### src/sv/icpnea_pkg.sv
`timescale 1ns / 1ps
// ----------------------------------------------------------------------------
// icpnea_pkg
// shared types, constants and arithmetic helpers of the icp normal equation
// accumulator
// ----------------------------------------------------------------------------
package icpnea_pkg;

    localparam int INPUT_FRAC_BITS = 16;
    localparam int ACC_FRAC_BITS   = 32;
    localparam int DATA_W          = 32;
    localparam int ACC_W           = 64;
    localparam int NUM_JAC         = 6;
    localparam int NUM_OPND        = NUM_JAC + 1;
    localparam int NUM_JTE_END     = NUM_JAC + 1;
    localparam int NUM_PRODUCTS    = 1 + NUM_JAC + (NUM_JAC * (NUM_JAC + 1)) / 2;
    localparam int NUM_COUNTS      = 4;
    localparam int NUM_SLOTS       = NUM_PRODUCTS + NUM_COUNTS;
    localparam int SLOT_W          = $clog2(NUM_SLOTS);
    localparam int STATUS_W        = 3;
    localparam int IN_DATA_W       = NUM_OPND * DATA_W;

    localparam int SLOT_VALID  = NUM_PRODUCTS;
    localparam int SLOT_DIST   = NUM_PRODUCTS + 1;
    localparam int SLOT_NORMAL = NUM_PRODUCTS + 2;
    localparam int SLOT_OTHER  = NUM_PRODUCTS + 3;

    localparam int CNT_VALID  = 0;
    localparam int CNT_DIST   = 1;
    localparam int CNT_NORMAL = 2;
    localparam int CNT_OTHER  = 3;

    typedef logic signed [DATA_W-1:0] opnd_t;
    typedef logic signed [ACC_W-1:0]  acc_t;

    typedef enum logic [STATUS_W-1:0] {
        ST_VALID          = 3'd0,
        ST_BAD_IN_NORMAL  = 3'd1,
        ST_OUTSIDE        = 3'd2,
        ST_BAD_REF_NORMAL = 3'd3,
        ST_DIST_REJECT    = 3'd4,
        ST_NORMAL_REJECT  = 3'd5
    } status_t;

    typedef struct packed {
        logic    adv;
        logic    live;
        logic    clear;
        status_t status;
    } acc_ctrl_t;

    localparam acc_t ACC_MAX = {1'b0, {(ACC_W-1){1'b1}}};
    localparam acc_t ACC_MIN = {1'b1, {(ACC_W-1){1'b0}}};
    localparam acc_t ACC_ONE = acc_t'(1);

    // product rescale from 2*INPUT_FRAC_BITS to ACC_FRAC_BITS fraction bits
    localparam int SCALE_SHIFT = 2 * INPUT_FRAC_BITS - ACC_FRAC_BITS;
    localparam int RSHIFT      = (SCALE_SHIFT > 0) ? SCALE_SHIFT : 1;
    localparam int LSHIFT      = (SCALE_SHIFT < 0) ? -SCALE_SHIFT : 1;
    localparam acc_t ROUND_BIAS = ACC_ONE <<< (RSHIFT - 1);
    localparam acc_t SAT_LIM    = ACC_ONE <<< (ACC_W - 1 - LSHIFT);

    function automatic acc_t sat_add(acc_t a, acc_t b);
        acc_t s;
        s = a + b;
        if ((a[ACC_W-1] == b[ACC_W-1]) && (s[ACC_W-1] != a[ACC_W-1]))
        begin
            s = a[ACC_W-1] ? ACC_MIN : ACC_MAX;
        end
        return s;
    endfunction

    // round to nearest, ties up, saturating left shift, or pass through when the fraction bits match
    function automatic acc_t scale_product(acc_t p);
        acc_t r;
        if (SCALE_SHIFT > 0)
        begin
            r = (p + ROUND_BIAS) >>> RSHIFT;
        end
        else if (SCALE_SHIFT < 0)
        begin
            if (p >= SAT_LIM)
                r = ACC_MAX;
            else if (p < -SAT_LIM)
                r = ACC_MIN;
            else
                r = p <<< LSHIFT;
        end
        else
        begin
            r = p;
        end
        return r;
    endfunction

    // operand 0 is the residual, operands 1..6 the jacobian entries
    function automatic int opnd_a_of(int slot);
        int r;
        int n;
        r = 0;
        n = NUM_JTE_END;
        if (slot >= NUM_JTE_END)
        begin
            for (int i = 0; i < NUM_JAC; i++)
            begin
                for (int k = i; k < NUM_JAC; k++)
                begin
                    if (n == slot)
                        r = i + 1;
                    n++;
                end
            end
        end
        return r;
    endfunction

    function automatic int opnd_b_of(int slot);
        int r;
        int n;
        r = slot;
        n = NUM_JTE_END;
        if (slot >= NUM_JTE_END)
        begin
            for (int i = 0; i < NUM_JAC; i++)
            begin
                for (int k = i; k < NUM_JAC; k++)
                begin
                    if (n == slot)
                        r = k + 1;
                    n++;
                end
            end
        end
        return r;
    endfunction

endpackage

### src/sv/icpnea_lane.sv
`timescale 1ns / 1ps
// ----------------------------------------------------------------------------
// icpnea_lane
// one product lane: multiply, rescale to q32.32, saturating accumulate
// ----------------------------------------------------------------------------
module icpnea_lane
    import icpnea_pkg::*;
(
    input  logic      clk,
    input  logic      rst_n,
    input  acc_ctrl_t ctrl,
    input  opnd_t     opnd_a,
    input  opnd_t     opnd_b,
    output acc_t      total
);

    acc_t prod_reg;
    acc_t prod_next;
    acc_t scaled_reg;
    acc_t acc_reg;
    acc_t acc_next;
    logic hit;

    assign prod_next = acc_t'(opnd_a) * acc_t'(opnd_b);
    assign hit       = ctrl.live && (ctrl.status == ST_VALID);
    assign total     = hit ? sat_add(acc_reg, scaled_reg) : acc_reg;
    assign acc_next  = ctrl.clear ? '0 : total;

    always_ff @(posedge clk)
    begin
        if (ctrl.adv)
        begin
            prod_reg   <= prod_next;
            scaled_reg <= scale_product(prod_reg);
        end
    end

    always_ff @(posedge clk or negedge rst_n)
    begin
        if (!rst_n)
            acc_reg <= '0;
        else if (ctrl.adv && ctrl.live)
            acc_reg <= acc_next;
    end

endmodule

### config.mk
export PLATFORM = sky130hd
export DESIGN_NAME = icpnea_lane
export DESIGN_NICKNAME = d
export VERILOG_FILES = /design/src/sv/icpnea_pkg.sv /design/src/sv/icpnea_lane.sv
export SDC_FILE = /design/constraint.sdc
export NUM_CORES = 2
export LEC_CHECK = 0
export ABC_CLOCK_PERIOD_IN_PS = 5700
export CAP_MARGIN = 15
export CORE_MARGIN = 2
export CORE_UTILIZATION = 60
export DETAILED_ROUTE_END_ITERATION = 10
export DONT_BUFFER_PORTS = 1
export PLACE_DENSITY = 0.76
export SKIP_CTS_REPAIR_TIMING = 1
export SYNTH_ARGS = -nofsm -noshare
export SYNTH_HDL_FRONTEND = slang
export SYNTH_SLANG_ARGS = --single-unit
### constraint.sdc
create_clock -name clk -period 5.7 [get_ports clk]
set_input_delay 0.285 -clock clk [delete_from_list [all_inputs] [get_ports clk]]
set_output_delay 0.285 -clock clk [all_outputs]
set_load 0.03 [all_outputs]
==> metrics <==
layout cell share with drive strength beyond 1=0.145; Slew Viols, Final=0; first-pass GRT wire length=between 200 and 250 mm; CTS tree=done; via count=~35000; Post-synth EDFFs=between 100 and 150; f_max=about 0.15 GHz; nets=6520; CP delay by family, top=adder cells; TritonCTS Buffers=17; critical path arrival=roughly 7000 ps; setup ws final=-1060 ps; Seq/Total Area, Yosys=0.116; CP max stage cell=fa_2; async set or reset register ratio after synthesis=0.333; WS Path Type=input port to flop; Synth Cell Area=between 40000 and 50000 um^2; WP buf/inv=3; max_cap viols=0; Yosys reg bits=approximately 190; Bufs on Longest Clock Path=2; area leader, netlist=fa_1; synthesized instance count=~5000; Detailed Route WL=roughly 130 mm; Clk Latency, worst-skew pair=460 ps; DIE WIDTH=284 um; grt ovf=0; Worst Clk Skew=roughly 14 ps; top-area cell type share of the netlist area=0.461; drt wl/cell=between 20 and 25 um; num rows=102; DRC errors left=0; vias in the first global route=38200; die height=284 um; run status=finished with violations; worst-path fanout max=32; Rel. slew slack=0.191; failing checks=negative setup slack; final worst-path cycle share=1.19; CTS root buf=clkbuf_16; reg2reg setup slack=between 600 and 700 ps; initial antenna violation count=3; die area=slightly above 80000 um^2; IO buf count=0; initial core utilization=0.607; DR iter-0 viols=2805; CP Launch Type=input port; Synth Flop Type=edfxtp_1; Routability Congestion=~0.95; largest cells by area after synthesis=fa_1 46%, edfxtp_1 8.2%, inv_1 7.9%, and2_1 6.9%, ha_1 6.6%; Worst-path clk slew=70 ps; RSZ-0062 raised after global routing=yes; I/O pins=~140; Mean Syn Cell Area=about 9.5 um^2; Core Region=a little under 80000 um^2; final HPWL from detailed placement=101 mm; Final Cell Area=52600 um^2; worst min path class=input port to flop; largest net degree at the start of global routing=131; worst-path cell chain=and2_1 > fa_2 > fa_1 > inv_1 > fa_2 > fa_1 > fa_1 > inv_1 > fa_2 > fa_1 > fa_2 > ha_4 > and4_4 > nand4_1 > or3_4 > o22ai_4 > o21ai_4 > o31ai_4 > a41oi_2 > o21ai_2 > buf_6 > a221oi_2 > xnor2_1; clock sink total=around 190; area delta synth->final=11.8%; Placed Area=between 50000 and 60000 um^2; Fin. Hold Viols=0; pre-CTS setup slack=-1550 ps; Ys Warns=0; critical path data required time=just under 6000 ps; Post-Syn Nets=around 6400; CTS H-tree lvls=4; Detailed Routing Iterations Pass 1=6; Util after Layout=0.678; Crit. End Element=flop; ANT nets after route=0; crit-path max cell delay=a little under 600 ps; DR vias/cell=5.71; Period minus WS final=approximately 6800 ps; Final setup violation count=42; Total Routing Usage GR=0.322; Slew @ Worst Pin=around 1200 ps; Synth cell types=87
worst register-to-register path, stage by stage, from the launching register on:
cell	delay, ps
edfxtp_1	440
ha_2	360
a21oi_2	190
o21ai_0	160
a211oi_2	300
a21oi_4	130
a221oi_4	320
nor3_1	100
buf_4	160
o31ai_2	260
o21ai_0	150
a21o_2	260
fa_2	590
nor2_2	70
buf_4	140
a21o_1	180
buf_12	160
buf_4	190
o21ai_0	220
nand2_1	320
a22o_1	310
synthesized netlist by cell type, drive strengths merged, types with 15 or more instances:
library cell     n
a21o            72
a21oi          158
a22o            35
and2           516
clkbuf         256
dfrtp           64
edfxtp         128
fa            1084
ha             247
inv            997
nand2          717
nand2b          15
nand3           28
nand4           27
nor2            94
nor3            26
o21ai          176
o21bai          22
xnor2           86
xor2            42
placed cells by master (no fill, tap or decap), drive strengths merged, types with 6 or more instances in the layout:
master	n
a31oi	13
xor2	42
nand3	28
a221oi	6
a21o	72
o21bai	22
nor2b	11
or3	7
o21ai	176
inv	1003
ha	247
a211oi	14
nand2	717
o211ai	8
edfxtp	128
a21oi	158
clkbuf	19
and2	516
nand2b	15
nor2	94
fa	1084
o2111ai	6
or2	8
buf	387
dfrtp	64
and3	14
nor3	26
o21a	7
nand4	27
o31ai	10
xnor2	86
a22o	35
metal layers:
| metal | track usage | vias to the layer above | wire, um |
|---|---|---|---|
| met3 | 0.0834 | 219 | 14500 |
| met5 | 0 | - | 0 |
| met1 | 0.457 | 17900 | 52100 |
| met4 | 0.0732 | 0 | 2510 |
| li1 | - | 15300 | - |
| met2 | 0.502 | 1798 | 57700 |
stage by stage:
stage / TNS (ps) / std cells / hold slack (ps)
finish: -25680 / 6174 / 42.1
global route: -32350 / 6170 / 37.4
global placement: -46390 / 6097 / -8.41
floorplan: -35100 / 4978 / -10.6
CTS: -30740 / 6129 / -514
detailed placement: -49470 / 6097 / -8.09
cell families (layout without fill, tap and decap cells):
group / Yosys count / count (layout) / share of synthesized area
other: 0 / 4 / 0
AOI/OAI and AO/OA: 572 / 572 / 0.0776
muxes: 4 / 4 / 0.000877
and+or+nand+nor: 1483 / 1483 / 0.154
DFF: 192 / 192 / 0.116
xor gates and xnor gates: 128 / 128 / 0.0238
buffers and inverters: 1268 / 1420 / 0.102
adders and majority gates: 1331 / 1331 / 0.527
worst paths after layout:
| check | startpoint | cells past startpoint | endpoint |
|---|---|---|---|
| min | opnd_a[0] | 1 | prod_reg[0]$_DFFE_PP_ |
| max in group asynchronous | rst_n | 2 | acc_reg[62]$_DFFE_PN0P_ |
| max reg2reg | scaled_reg[14]$_DFFE_PP_ | 20 | acc_reg[16]$_DFFE_PN0P_ |
| min in group asynchronous | rst_n | 2 | acc_reg[9]$_DFFE_PN0P_ |
| max | opnd_b[14] | 23 | prod_reg[60]$_DFFE_PP_ |
| min reg2reg | prod_reg[5]$_DFFE_PP_ | 0 | scaled_reg[5]$_DFFE_PP_ |
final cells by class:
| type | instances | area (um^2) |
|---|---|---|
| Inverter | 998 | 3760 |
| Timing Repair Buffer | 389 | 3150 |
| Timing Repair inverter | 1 | 7.51 |
| Sequential cell | 192 | 5450 |
| Multi-Input combinational cell | 3518 | 38400 |
| Fill cell | 5907 | 25000 |
| Tap cell | 1040 | 1300 |
| Antenna cell | 4 | 10.0 |
| Clock buffer | 19 | 443 |
| Clock inverter | 13 | 124 |
Power is left out: the tool's default activity adds up to more than one toggle a clock period on the data nets, which glitch-free logic cannot reach.
